[config.mk]
export PLATFORM = sky130hd
export DESIGN_NAME = ral_ctrl
export DESIGN_NICKNAME = d
export VERILOG_FILES = /design/src/rtl/ral_pkg.sv /design/src/rtl/ral_ctrl.sv
export SDC_FILE = /design/constraint.sdc
export NUM_CORES = 1
export LEC_CHECK = 0
export ABC_AREA = 1
export ABC_CLOCK_PERIOD_IN_PS = 3200
export BUFFER_PORTS_ARGS = -buffer_cell sky130_fd_sc_hd__clkbuf_2
export CAP_MARGIN = 20
export CORE_AREA = 2 2 50 52
export DETAILED_ROUTE_END_ITERATION = 12
export DIE_AREA = 0 0 52 54
export PLACE_DENSITY = 0.64
export RECOVER_POWER = 25
export SETUP_SLACK_MARGIN = 0.5
export SLEW_MARGIN = 25
export SYNTH_ARGS = -nofsm -noshare
export SYNTH_HDL_FRONTEND = slang
export SYNTH_SLANG_ARGS = --single-unit
[constraint.sdc]
create_clock -name clk -period 3.2 [get_ports clk]
set_clock_uncertainty 0.2 [all_clocks]
set_input_delay 0.32 -clock clk [delete_from_list [all_inputs] [get_ports clk]]
set_output_delay 0.32 -clock clk [all_outputs]
set_load 0.03 [all_outputs]
[src/rtl/ral_pkg.sv]
package ral_pkg;

	// Field and register widths.
	localparam int DATA_W = 16;
	localparam int RES_W = DATA_W + 1;
	localparam int MEAN_W = DATA_W + 1;
	localparam int RSTD_W = 24;
	localparam int LEN_W = 11;
	localparam int EPS_W = 16;
	localparam int IDX_W = 10;
	localparam int CFG_IDX_W = 1;
	localparam int CFG_DATA_W = 16;

	// Statistics arithmetic.
	localparam int PROD_W = 64;
	localparam int QUO_W = 48;
	localparam int ROOT_W = QUO_W / 2;
	localparam int STEP_W = 6;

	localparam int MAX_ROW_DEF = 1024;
	localparam logic [LEN_W-1:0] ROW_LENGTH_RST = LEN_W'(768);
	localparam logic [EPS_W-1:0] EPSILON_RST = EPS_W'(1);
	localparam logic [RSTD_W-1:0] RSTD_MAX = {RSTD_W{1'b1}};

	// Configuration register indexes.
	localparam logic [CFG_IDX_W-1:0] REG_ROW_LENGTH = 1'b0;
	localparam logic [CFG_IDX_W-1:0] REG_EPSILON = 1'b1;

	// Request kinds.
	localparam logic KIND_ELEM = 1'b0;
	localparam logic KIND_NORM = 1'b1;

	// Phases of the row statistics sequence.
	localparam logic [2:0] PH_MCQ = 3'd0;
	localparam logic [2:0] PH_MSS = 3'd1;
	localparam logic [2:0] PH_MEC = 3'd2;
	localparam logic [2:0] PH_DIVM = 3'd3;
	localparam logic [2:0] PH_DIVQ = 3'd4;
	localparam logic [2:0] PH_SQRT = 3'd5;

	// Sources of the output register.
	localparam logic [1:0] SRC_ELEM = 2'd0;
	localparam logic [1:0] SRC_ERR = 2'd1;
	localparam logic [1:0] SRC_STATS = 2'd2;
	localparam logic [1:0] SRC_NORM = 2'd3;

	typedef struct packed {
		logic       acc_en;
		logic       ph_load;
		logic       ph_step;
		logic [2:0] phase;
		logic       commit;
		logic       nrm_s1;
		logic       out_load;
		logic [1:0] out_src;
	} ral_cmd_t;

	typedef struct packed {
		logic row_complete;
		logic norm_err;
	} ral_sts_t;

endpackage

[src/rtl/ral_ctrl.sv]
module ral_ctrl import ral_pkg::*; #(
	parameter int MAX_ROW = MAX_ROW_DEF
) (
	input  logic     clk,
	input  logic     arst_n,
	input  logic     in_valid,
	output logic     in_stall,
	input  logic     kind,
	output logic     out_valid,
	input  logic     out_stall,
	input  ral_sts_t sts,
	output ral_cmd_t cmd
);

	localparam int CW = $clog2(MAX_ROW + 1);
	localparam int SW = RES_W + CW;

	localparam logic [2:0] ST_IDLE = 3'd0;
	localparam logic [2:0] ST_LOAD = 3'd1;
	localparam logic [2:0] ST_RUN  = 3'd2;
	localparam logic [2:0] ST_DONE = 3'd3;
	localparam logic [2:0] ST_NRM1 = 3'd4;
	localparam logic [2:0] ST_NRM2 = 3'd5;

	logic [2:0]        state_q;
	logic [2:0]        state_d;
	logic [2:0]        phase_q;
	logic [2:0]        phase_d;
	logic [STEP_W-1:0] cnt_q;
	logic [STEP_W-1:0] cnt_d;
	logic [STEP_W-1:0] steps;
	logic              out_valid_q;
	logic              out_free;
	logic              accept;

	assign out_free = !out_valid_q || !out_stall;
	assign in_stall = !((state_q == ST_IDLE) && out_free);
	assign accept = in_valid && !in_stall;
	assign out_valid = out_valid_q;

	always_comb begin
		unique case (phase_q)
			PH_DIVQ: steps = STEP_W'(QUO_W);
			PH_SQRT: steps = STEP_W'(ROOT_W);
			default: steps = STEP_W'(SW);
		endcase
	end

	always_comb begin
		state_d = state_q;
		phase_d = phase_q;
		cnt_d = cnt_q;
		cmd = '0;
		cmd.phase = phase_q;
		cmd.acc_en = accept;
		unique case (state_q)
			ST_IDLE: begin
				if (accept) begin
					if (kind == KIND_ELEM) begin
						if (sts.row_complete) begin
							phase_d = PH_MCQ;
							state_d = ST_LOAD;
						end else begin
							cmd.out_load = 1'b1;
							cmd.out_src = SRC_ELEM;
						end
					end else if (sts.norm_err) begin
						cmd.out_load = 1'b1;
						cmd.out_src = SRC_ERR;
					end else begin
						state_d = ST_NRM1;
					end
				end
			end
			ST_LOAD: begin
				cmd.ph_load = 1'b1;
				cnt_d = steps - STEP_W'(1);
				state_d = ST_RUN;
			end
			ST_RUN: begin
				cmd.ph_step = 1'b1;
				cnt_d = cnt_q - STEP_W'(1);
				if (cnt_q == '0) begin
					if (phase_q == PH_SQRT) begin
						state_d = ST_DONE;
					end else begin
						phase_d = phase_q + 3'd1;
						state_d = ST_LOAD;
					end
				end
			end
			ST_DONE: begin
				if (out_free) begin
					cmd.commit = 1'b1;
					cmd.out_load = 1'b1;
					cmd.out_src = SRC_STATS;
					state_d = ST_IDLE;
				end
			end
			ST_NRM1: begin
				cmd.nrm_s1 = 1'b1;
				state_d = ST_NRM2;
			end
			ST_NRM2: begin
				if (out_free) begin
					cmd.out_load = 1'b1;
					cmd.out_src = SRC_NORM;
					state_d = ST_IDLE;
				end
			end
			default: state_d = ST_IDLE;
		endcase
	end

	always_ff @(posedge clk or negedge arst_n) begin
		if (!arst_n) begin
			state_q <= ST_IDLE;
			phase_q <= PH_MCQ;
			cnt_q <= '0;
			out_valid_q <= 1'b0;
		end else begin
			state_q <= state_d;
			phase_q <= phase_d;
			cnt_q <= cnt_d;
			if (cmd.out_load) begin
				out_valid_q <= 1'b1;
			end else if (!out_stall) begin
				out_valid_q <= 1'b0;
			end
		end
	end

endmodule

# After elaboration in Yosys (flattened, before gate mapping)
# Index checks and enable logic that the tools add are counted.
totals:
  word_cells: 66
  input_bits: 7
  regBits: 13
classes:
  mux: 30
  n_reduce_logical: 13
  add_sub_neg: 3
  eq_ne: 16
ops:
  columns: ["operator", "count"]
  rows:
  - ["3-bit 2-to-1 mux", 17]
  - ["6-bit case mux with 2 select lines", 2]
  - ["3-bit case mux with 5 select lines", 1]
  - ["3-bit == test (second input constant)", 4]
  - ["6-bit by 1-bit subtractor with 6-bit output (second input constant)", 2]
  - ["2-bit inequality test (second input constant)", 5]
  - ["3-bit case mux with 3 select lines", 1]
  - ["1-bit 2-to-1 mux", 7]
  - ["3-bit by 2-bit == test with 1-bit output (second input constant)", 2]
  - ["6-bit zero test", 1]
  - ["3-bit inequality test (second input constant)", 2]
  - ["3-bit case mux with 2 select lines", 1]
  - ["6-bit AND reduction", 1]
  - ["5-bit AND reduction", 1]
  - ["2-bit by 1-bit inequality test with 1-bit output (second input constant)", 2]
  - ["2-bit nonzero test", 2]
  - ["3-bit by 1-bit adder with 3-bit output (second input constant)", 1]
  - ["3-bit by 1-bit == test with 1-bit output (second input constant)", 1]
  - ["1-bit zero test", 3]
  - ["3-bit zero test", 1]
  - ["1-bit logical AND", 2]
  - ["2-bit 2-to-1 mux", 1]
  - ["2-bit OR reduction", 1]
  - ["1-bit logical OR", 1]

# Logic depth before layout (Yosys ltp)
# Gate-level depths: netlist of run 1.
logic_depth:
  depth_word: 7
  mapped_depth: 11

# Worst setup path after synthesis of run 1
# Ideal clock, no wire load.
synth_path:
  path_kind: "reg2out"
  start: "register out_valid_q (netlist: out_valid)"
  end: "output port cmd[0] (netlist bit)"
  path_stages_with_launch: 4
  arrival_time_ns: 1.543
  slack_ns: 1.137
  n_path_buf: 0
  cell_sequence: "dfrtp_1 -> nand2_1 -> inv_1 -> o32ai_1"
synth_lines:
  columns: ["element", "line", "text"]
  rows:
  - ["start: declaration", "ral_ctrl.sv:32", "logic out_valid_q;"]
  - ["start signal: assignment", "ral_ctrl.sv:120", "out_valid_q <= 1'b0;"]
  - ["start signal: assignment", "ral_ctrl.sv:126", "out_valid_q <= 1'b1;"]
  - ["start signal: assignment", "ral_ctrl.sv:128", "out_valid_q <= 1'b0;"]
  - ["end: declaration", "ral_ctrl.sv:12", "output ral_cmd_t cmd"]

==> metrics.txt, run 1 <==
# TYPE chip_impl_metric gauge
chip_impl_metric{name="wire_length_of_the_first_global_routing_pass",unit="mm"} 3.71
chip_impl_metric{name="irDropWorstVdd",unit="mV"} 0.199
chip_impl_metric{name="max_freq",unit="GHz"} 0.435
chip_impl_metric{name="met2RoutedLength",unit="mm"} 1.02
chip_impl_info{name="critical-path-top-delay-family",value="flip-flops"} 1
chip_impl_info{name="cp-start-kind",value="register"} 1
chip_impl_metric{name="final_net_count",unit=""} 171
chip_impl_metric{name="start_util",unit="%"} 43.1
chip_impl_metric{name="globalRouteOverflowTotal",unit=""} 0
chip_impl_metric{name="synthCells",unit=""} 138
chip_impl_metric{name="p_total",unit="W"} 0.000278
chip_impl_metric{name="synthXorXnorAreaFrac",unit="%"} 2.62
chip_impl_metric{name="sequential_cell_area",unit="um2"} 325
chip_impl_metric{name="total_leakage_power",unit="nW"} 0.634
chip_impl_metric{name="total_nets_after_synthesis",unit=""} 149
chip_impl_metric{name="insertion_delay",unit="ns"} 0.28
chip_impl_metric{name="synth_compound_area_share",unit="%"} 10.4
chip_impl_metric{name="ant_nets",unit=""} 0
chip_impl_metric{name="finalWorstPathRequiredPeriod",unit="ns"} 2.30
chip_impl_metric{name="postPlaceCellArea",unit="um2"} 1110
chip_impl_metric{name="hold_viol_final",unit=""} 0
chip_impl_metric{name="insertedDiodeCount",unit=""} 0
chip_impl_metric{name="wl",unit="mm"} 2.13
chip_impl_metric{name="cts_hold_repair.buffers",unit=""} 1
chip_impl_info{name="hold_path_class",value="input port to register"} 1
chip_impl_metric{name="drt_iter0_markers",unit=""} 17
chip_impl_metric{name="crit_path_max_fanout",unit=""} 7
chip_impl_metric{name="dieWidth",unit="um"} 52
chip_impl_metric{name="report.final.setup_viol",unit=""} 0
chip_impl_metric{name="chipHeight",unit="um"} 54
chip_impl_info{name="clockRootBuffer",value="sky130_fd_sc_hd__clkbuf_4"} 1
chip_impl_metric{name="worst_path_max_stage_delay",unit="ns"} 0.51
chip_impl_metric{name="yosysSeqAreaShare",unit="%"} 32.5
chip_impl_metric{name="whs",unit="ns"} 0.151
chip_impl_info{name="top_routing_layer_in_use",value="met4"} 1
chip_impl_metric{name="multiInputGateArea",unit="um2"} 558
chip_impl_metric{name="syn_avg_cell_area",unit="um2"} 7.25
chip_impl_info{name="combinational_family_with_the_most_area_after_synthesis",value="simple AND/OR/NAND/NOR gates"} 1
chip_impl_metric{name="power_density",unit="nW/um2"} 243
chip_impl_metric{name="cts.reportedPaths.clkPinSlew",unit="ns"} 0.08
chip_impl_metric{name="critical_path_required",unit="ns"} 2.68
chip_impl_metric{name="cp.buffers_inverters",unit=""} 3
chip_impl_metric{name="routabilityCongestion",unit=""} 0.854
chip_impl_metric{name="yosys.cell_types.count",unit=""} 25
chip_impl_metric{name="detail_route.vias_per_cell",unit=""} 5.01
chip_impl_metric{name="htree_levels",unit=""} 1
chip_impl_metric{name="route.layer.met1.wl",unit="um"} 970
chip_impl_metric{name="maxCapViolCount",unit=""} 0
chip_impl_info{name="cp-end-kind",value="output pin"} 1
chip_impl_metric{name="dr_wl_met3",unit="um"} 106
chip_impl_metric{name="grt_max_degree",unit=""} 14
chip_impl_metric{name="route.vias.total",unit=""} 947
chip_impl_metric{name="die_area",unit="um2"} 2810
chip_impl_metric{name="detailed_place_hpwl",unit="mm"} 1.70
chip_impl_metric{name="syn2layout_area_growth",unit="%"} 14.4
chip_impl_metric{name="cts.repair.resized",unit=""} 0
chip_impl_metric{name="cts_made_buffers",unit=""} 3
chip_impl_info{name="crit_path_class",value="register to output pin"} 1
chip_impl_metric{name="avgRoutedWirePerCell",unit="um"} 11.3
chip_impl_info{name="run_status",value="finished clean"} 1
chip_impl_metric{name="max-clock-path-buffers",unit=""} 2
chip_impl_metric{name="cts_post_setup_buffers_inserted",unit=""} 0
chip_impl_metric{name="synth_mux_area_share",unit="%"} 0
chip_impl_info{name="cp_slowest_cell",value="sky130_fd_sc_hd__dfrtp_1"} 1
chip_impl_info{name="timing.critical_path.mode_cell",value="sky130_fd_sc_hd__o21ai_0"} 1
chip_impl_metric{name="drt_pre_antenna_iters",unit=""} 4
chip_impl_metric{name="synth_area",unit="um2"} 1000
chip_impl_metric{name="slew_headroom",unit="%"} 51.4
chip_impl_metric{name="cts.sink_count",unit=""} 13
chip_impl_metric{name="total_negative_slack",unit="ns"} 0
chip_impl_metric{name="final_cell_area",unit="um2"} 1140
chip_impl_metric{name="buffer_ports.inserted",unit=""} 19
chip_impl_metric{name="synth-simple-area-share",unit="%"} 37.8
chip_impl_metric{name="final_util",unit="%"} 49.4
chip_impl_metric{name="drv_slew",unit=""} 0
chip_impl_metric{name="ys_ff_latch",unit=""} 13
chip_impl_metric{name="rows",unit=""} 18
chip_impl_metric{name="critical_path_arrival",unit="ns"} 1.78
chip_impl_metric{name="drc",unit=""} 0
chip_impl_metric{name="antenna_violations_before_repair",unit=""} 0
chip_impl_metric{name="placeableCoreArea",unit="um2"} 2320
chip_impl_metric{name="grt_usage",unit="%"} 17.5
chip_impl_metric{name="synth-warning-count",unit=""} 0
chip_impl_metric{name="ioPinCount",unit=""} 20
chip_impl_metric{name="final_min_period_over_clock_period",unit="%"} 71.8
chip_impl_info{name="crit_path_cell_trace",value="clkinv_4 > nand2_2 > nor2_4 > nand3_1 > inv_1 > o21ai_0 > o21ai_0 > clkbuf_2"} 1
chip_impl_metric{name="tightest_slew",unit="ns"} 0.729
chip_impl_info{name="tritoncts",value="yes"} 1
chip_impl_metric{name="fillerInstances",unit=""} 236
chip_impl_metric{name="grt_pass1_vias",unit=""} 898
chip_impl_info{name="setup_repair_after_global_routing_missed_its_margin",value="no"} 1
chip_impl_metric{name="post_route_cells_drive_above_1_share",unit="%"} 27.0
chip_impl_metric{name="synthAdderAreaFrac",unit="%"} 5.00
## power breakdown
part | internal, W | total, W | switching, W
sequential | 0.000164 | 0.000164 | 0.0000000000000000000284
combinational | 0.00000372 | 0.00000980 | 0.00000608
clock | 0.0000484 | 0.000104 | 0.0000554
## flip-flops by register name (all words and copies together) (netlist names)
| name | cells |
|---|---|
| out_valid | 1 |
| state_q | 3 |
| phase_q | 3 |
| cnt_q | 6 |
## cells in the final DEF, fill, tap and decap left out, types with 4 or more instances in the layout
master / synthesis / final
sky130_fd_sc_hd__o21ai_0: 10 / 10
sky130_fd_sc_hd__nand2_2: 7 / 7
sky130_fd_sc_hd__nand2_1: 30 / 30
sky130_fd_sc_hd__nand4_1: 7 / 7
sky130_fd_sc_hd__o21ai_1: 4 / 4
sky130_fd_sc_hd__nand3_1: 8 / 8
sky130_fd_sc_hd__nor2_1: 11 / 11
sky130_fd_sc_hd__dfrtp_1: 13 / 13
sky130_fd_sc_hd__ha_1: 4 / 4
sky130_fd_sc_hd__clkbuf_2: 0 / 18
sky130_fd_sc_hd__inv_1: 18 / 18
## worst min-delay path: cells and delay by family
| kind | cells | cell delay, ns |
|---|---|---|
| buffers and inverters | 1 | 0.08 |
| AND/OR/NAND/NOR | 2 | 0.19 |
## cells by family after synthesis
group	Yosys count
xor+xnor	3
buf+inv	26
simple gates	73
fa+ha+maj	4
flops	13
compound gates	19
## stage by stage
| stage | setup WS, ns | cells |
|---|---|---|
| floorplan | 1.14 | 138 |
| CTS | 0.949 | 189 |
| global placement | 1.36 | 184 |
| detailed placement | 1.25 | 184 |
| global route | 0.834 | 189 |
| finish | 0.903 | 189 |
## metal layers
metal	up-vias	track usage, %
met3	5	1.67
met4	0	7.02
li1	481	-
met2	27	32.3
met1	434	20.9
met5	-	0
## worst paths after layout
path | endpoint | slack, ns | cells past startpoint | startpoint
max reg2reg | cnt_q[2]$_DFFE_PN0P_ | 1.42 | 8 | state_q[2]$_DFFE_PN0P_
min reg2reg | cnt_q[5]$_DFFE_PN0P_ | 0.32 | 2 | cnt_q[5]$_DFFE_PN0P_
max in group asynchronous | cnt_q[0]$_DFFE_PN0P_ | 1.94 | 2 | arst_n
max | cmd[2] | 0.90 | 8 | state_q[1]$_DFFE_PN0P_
min in group asynchronous | phase_q[1]$_DFFE_PN0P_ | 0.40 | 2 | arst_n
min | out_valid$_DFFE_PN0P_ | 0.15 | 3 | out_stall
## cells in the mapped netlist
| master | count | area, um2 |
|---|---|---|
| sky130_fd_sc_hd__nand2_1 | 30 | 113 |
| sky130_fd_sc_hd__inv_1 | 18 | 67.6 |
| sky130_fd_sc_hd__dfrtp_1 | 13 | 325 |
| sky130_fd_sc_hd__nor2_1 | 11 | 41.3 |
| sky130_fd_sc_hd__o21ai_0 | 10 | 50.1 |
| sky130_fd_sc_hd__nand3_1 | 8 | 40.0 |
| sky130_fd_sc_hd__nand2_2 | 7 | 43.8 |
| sky130_fd_sc_hd__nand4_1 | 7 | 43.8 |
| sky130_fd_sc_hd__ha_1 | 4 | 50.1 |
| sky130_fd_sc_hd__o21ai_1 | 4 | 20.0 |
| sky130_fd_sc_hd__inv_2 | 3 | 11.3 |
| sky130_fd_sc_hd__nand2_4 | 3 | 33.8 |
| sky130_fd_sc_hd__nor2_2 | 3 | 18.8 |
| sky130_fd_sc_hd__nor2_4 | 3 | 33.8 |
| sky130_fd_sc_hd__a21oi_1 | 2 | 10.0 |
| sky130_fd_sc_hd__o211ai_1 | 2 | 15.0 |
| sky130_fd_sc_hd__xor2_1 | 2 | 17.5 |
| sky130_fd_sc_hd__buf_2 | 1 | 5.00 |
| sky130_fd_sc_hd__buf_4 | 1 | 7.51 |
| sky130_fd_sc_hd__buf_6 | 1 | 11.3 |
| sky130_fd_sc_hd__clkinv_4 | 1 | 8.76 |
| sky130_fd_sc_hd__inv_4 | 1 | 6.26 |
| sky130_fd_sc_hd__nand3_2 | 1 | 10.0 |
| sky130_fd_sc_hd__o32ai_1 | 1 | 8.76 |
| sky130_fd_sc_hd__xnor2_1 | 1 | 8.76 |
## area by class of cell
class | instances | share of cell area, %
multi-input combinational | 99 | 48.7
sequential | 13 | 28.4
timing repair buffer | 20 | 9.07
inverter | 23 | 8.20
tap | 30 | 3.28
clock buffer | 4 | 2.30
No activity file was read; power rests on OpenSTA's default activity.
==> run 2: changes to the inputs <==
ABC_AREA = 0   (was 1)
ABC_CLOCK_PERIOD_IN_PS = 2000   (was 3200)
CORE_AREA = 2 2 48 50   (was 2 2 50 52)
DIE_AREA = 0 0 50 52   (was 0 0 52 54)
PLACE_DENSITY = 0.67   (was 0.64)
clock period = 2 ns   (was 3.2 ns; I/O delays follow)
==> run 2 against run 1 <==
Against the previous run: the flow now finishes with violations (setup timing); first-iteration DRC count rose by 65%; utilization rose by 36 points; clock power rose by 73%; combinational power rose to 240 times the previous value; count of clock-buffer cells in the layout did not move; design area rose by 58%; die area fell by 7.4%; routed wire length rose by 92%; sequential power rose to 3.5 times the previous value; critical path type unchanged; critical endpoint unchanged; largest cell class unchanged; largest power group is now combinational logic.
==> metrics.txt, run 2 <==
# TYPE chip_impl_metric gauge
chip_impl_info{name="run_status",value="finished, violations left"} 1
chip_impl_info{name="failing_checks",value="setup timing"} 1
chip_impl_metric{name="power_report.internal_total",unit="W"} 0.00165
chip_impl_metric{name="clockPowerShare",unit="%"} 5.7
chip_impl_metric{name="final_net_count",unit=""} 184
chip_impl_metric{name="cts.sink_count",unit=""} 13
chip_impl_metric{name="final_critical_path_setup_slack",unit="ns"} -0.176
chip_impl_metric{name="route.layer.met1.wl",unit="mm"} 1.61
chip_impl_metric{name="crit_path_max_fanout",unit=""} 5
chip_impl_metric{name="final_cell_area",unit="um2"} 1810
chip_impl_metric{name="power.share.sequential",unit="%"} 18.1
chip_impl_metric{name="synth_top_area_share",unit="%"} 35.0
chip_impl_metric{name="p_switching",unit="W"} 0.00150
chip_impl_info{name="synth-main-ff-cell",value="sky130_fd_sc_hd__dfrtp_1"} 1
chip_impl_metric{name="wl",unit="mm"} 4.09
chip_impl_metric{name="synth_edf_count",unit=""} 0
chip_impl_metric{name="drt_iter0_markers",unit=""} 28
chip_impl_metric{name="reg_to_reg_setup_timing_slack",unit="ns"} -0.04
chip_impl_metric{name="grt_max_degree",unit=""} 14
chip_impl_metric{name="start_util",unit="%"} 44.1
chip_impl_metric{name="sw_frac_of_total",unit="%"} 47.7
chip_impl_metric{name="drv_slew",unit=""} 0
chip_impl_metric{name="ys_ff_latch",unit=""} 13
chip_impl_info{name="ys_top_cells_by_area",value="sky130_fd_sc_hd__dfrtp_1, sky130_fd_sc_hd__nand2_1, sky130_fd_sc_hd__ha_1"} 1
chip_impl_info{name="top_routing_layer_in_use",value="met4"} 1
chip_impl_metric{name="dieWidth",unit="um"} 50
chip_impl_metric{name="critical_path_arrival",unit="ns"} 1.78
chip_impl_metric{name="whs",unit="ns"} 0.0974
chip_impl_info{name="setup_repair_after_global_routing_missed_its_margin",value="yes"} 1
chip_impl_metric{name="dp.cells",unit=""} 163
chip_impl_metric{name="finalWorstPathRequiredPeriod",unit="ns"} 2.18
chip_impl_metric{name="antenna_violations_before_repair",unit=""} 0
chip_impl_info{name="largest-register",value="cnt_q"} 1
chip_impl_metric{name="tightest_slew",unit="ns"} 0.795
chip_impl_metric{name="sequential_cell_area",unit="um2"} 332
chip_impl_info{name="cp-start-kind",value="register"} 1
chip_impl_metric{name="total_nets_after_synthesis",unit=""} 124
chip_impl_metric{name="postPlaceCellArea",unit="um2"} 1200
chip_impl_metric{name="grt_usage",unit="%"} 27.0
chip_impl_metric{name="chipHeight",unit="um"} 52
chip_impl_metric{name="yosys.cell_types.count",unit=""} 40
chip_impl_metric{name="drt_pre_antenna_iters",unit=""} 4
chip_impl_metric{name="cts.reportedPaths.clkPinSlew",unit="ns"} 0.09
chip_impl_metric{name="final_min_period_over_clock_period",unit="%"} 109
chip_impl_info{name="synth_top_area_cell",value="sky130_fd_sc_hd__dfrtp_1"} 1
chip_impl_metric{name="die_area",unit="um2"} 2600
chip_impl_metric{name="wire_length_of_the_first_global_routing_pass",unit="mm"} 5.29
chip_impl_metric{name="post_route_cells_drive_above_1_share",unit="%"} 63.4
chip_impl_metric{name="synthArstFlopShare",unit="%"} 100
chip_impl_info{name="synth_common_cells",value="sky130_fd_sc_hd__nand2_1, sky130_fd_sc_hd__dfrtp_1, sky130_fd_sc_hd__a21oi_1, sky130_fd_sc_hd__inv_1, sky130_fd_sc_hd__nor2_1"} 1
chip_impl_metric{name="detailed_place_hpwl",unit="mm"} 1.70
chip_impl_metric{name="irDropWorstVdd",unit="mV"} 1.25
chip_impl_metric{name="htree_levels",unit=""} 1
chip_impl_metric{name="ant_nets",unit=""} 0
chip_impl_metric{name="syn2layout_area_growth",unit="%"} 94.6
chip_impl_metric{name="synth-warning-count",unit=""} 0
chip_impl_metric{name="power_density",unit="nW/um2"} 1740
chip_impl_metric{name="met2RoutedLength",unit="mm"} 1.98
chip_impl_metric{name="synthCells",unit=""} 113
chip_impl_metric{name="report.final.setup_viol",unit=""} 7
chip_impl_metric{name="critical_path_required",unit="ns"} 1.60
chip_impl_metric{name="total_leakage_power",unit="nW"} 0.767
chip_impl_metric{name="max_freq",unit="GHz"} 0.460
chip_impl_metric{name="rows",unit=""} 17
chip_impl_metric{name="ioPinCount",unit=""} 20
chip_impl_info{name="hold_path_class",value="input port to register"} 1
chip_impl_metric{name="buffer_ports.inserted",unit=""} 19
chip_impl_metric{name="slew_headroom",unit="%"} 47.0
chip_impl_metric{name="yosysSeqAreaShare",unit="%"} 35.0
chip_impl_metric{name="max-clock-path-buffers",unit=""} 2
chip_impl_metric{name="post_layout_nonfiller_instances",unit=""} 200
chip_impl_metric{name="grt_pass1_vias",unit=""} 1100
chip_impl_metric{name="route.vias.total",unit=""} 1234
chip_impl_metric{name="cts_made_buffers",unit=""} 3
chip_impl_info{name="largest_registers",value="cnt_q: 6 flops, phase_q: 3 flops, state_q: 3 flops"} 1
chip_impl_metric{name="largest_register_ff_count",unit=""} 6
chip_impl_info{name="tritoncts",value="yes"} 1
chip_impl_metric{name="insertedDiodeCount",unit=""} 0
chip_impl_info{name="final_cell_mix",value="sky130_fd_sc_hd__buf_6, sky130_fd_sc_hd__buf_4, sky130_fd_sc_hd__clkbuf_2"} 1
chip_impl_metric{name="synth_area",unit="um2"} 928
chip_impl_metric{name="globalRouteOverflowTotal",unit=""} 0
chip_impl_metric{name="dr_wl_met3",unit="um"} 307
chip_impl_metric{name="fillerInstances",unit=""} 97
chip_impl_metric{name="comb_power_share",unit="%"} 76.2
chip_impl_metric{name="placeableCoreArea",unit="um2"} 2110
chip_impl_info{name="clockRootBuffer",value="sky130_fd_sc_hd__clkbuf_4"} 1
chip_impl_metric{name="hold_viol_final",unit=""} 0
chip_impl_info{name="yosys.cell_count.top_type",value="sky130_fd_sc_hd__nand2_1"} 1
chip_impl_metric{name="avgRoutedWirePerCell",unit="um"} 20.5
chip_impl_info{name="crit_path_class",value="register to output pin"} 1
chip_impl_metric{name="routabilityCongestion",unit=""} 0.814
chip_impl_metric{name="syn_avg_cell_area",unit="um2"} 8.22
chip_impl_metric{name="insertion_delay",unit="ns"} 0.30
chip_impl_metric{name="detail_route.vias_per_cell",unit=""} 6.17
chip_impl_metric{name="drc",unit=""} 0
chip_impl_metric{name="maxCapViolCount",unit=""} 0
chip_impl_info{name="cp-end-kind",value="output pin"} 1
chip_impl_metric{name="multiInputGateArea",unit="um2"} 781
## run 2: stage by stage
stage / setup slack, ns / setup TNS, ns / util [%] / power (W)
after floorplan: 0.149 / 0 / - / 0.00149
after global placement: 0.0890 / 0 / 56.8 / 0.00177
after detailed placement: 0.0469 / 0 / 56.8 / 0.00180
after CTS: -0.0873 / -0.0873 / 77.7 / 0.00265
after global routing: -0.220 / -0.979 / 85.8 / 0.00329
final: -0.176 / -0.531 / 85.8 / 0.00315
## run 2: cells by family after synthesis
kind of cell	Yosys count	synth area share [%]
simple gates	41	21.7
compound gates	37	27.6
fa+ha+maj	4	5.39
mux	1	1.08
flops	13	35.0
xor+xnor	1	0.944
buf+inv	16	8.22
## run 2: what timing repair did
| item | 4_1_cts | 5_1_grt |
|---|---|---|
| pin swaps | 15 | 13 |
| setup buffers | 19 | 13 |
| resized for setup | 63 | 21 |
| hold buffers | 1 | 0 |
| hold endpoints to repair | 13 | 0 |
| endpoints found under the setup margin | 22 | 22 |
## run 2: layout make-up
class / instances / area share, %
multi-input combinational: 84 / 43.2
timing repair buffer: 61 / 32.1
sequential: 13 / 18.4
inverter: 10 / 2.98
tap: 28 / 1.94
clock buffer: 4 / 1.45
## run 2: metal layers
layer	vias to the layer above	global-route usage, %
met1	597	33.3
met5	-	0
met3	28	5.75
met4	0	10.6
met2	75	45.8
li1	534	-
## run 2: final timing paths
kind                                   startpoint                     end  depth (start not counted)
min in group asynchronous                  arst_n    cnt_q[4]$_DFFE_PN0P_                          2
setup / recovery           state_q[0]$_DFFE_PN0P_                  cmd[2]                          5
hold / removal                               kind  state_q[2]$_DFFE_PN0P_                          3
max in group asynchronous                  arst_n   out_valid$_DFFE_PN0P_                          2
hold reg to reg            phase_q[0]$_DFFE_PN0P_  phase_q[0]$_DFFE_PN0P_                          1
setup reg to reg           state_q[2]$_DFFE_PN0P_    cnt_q[4]$_DFFE_PN0P_                          9
## run 2: power by group through the flow
| stage | registers [W] | clock network, W | logic, W |
|---|---|---|---|
| 6_report | 0.000570 | 0.000180 | 0.00240 |
| 2_1_floorplan | 0.000546 | 0 | 0.000942 |
| 3_5_place_dp | 0.000510 | 0 | 0.00129 |
| 4_1_cts | 0.000530 | 0.000181 | 0.00194 |
| 3_3_place_gp | 0.000506 | 0 | 0.00126 |
| 5_1_grt | 0.000580 | 0.000188 | 0.00252 |
## run 2: critical path, cell delays in order, from the launching register on
cell and delay, ns:
sky130_fd_sc_hd__dfrtp_1 0.42, sky130_fd_sc_hd__buf_6 0.15, sky130_fd_sc_hd__a2111oi_4 0.39, sky130_fd_sc_hd__a31oi_4 0.15, sky130_fd_sc_hd__a211oi_4 0.18, sky130_fd_sc_hd__clkbuf_8 0.19
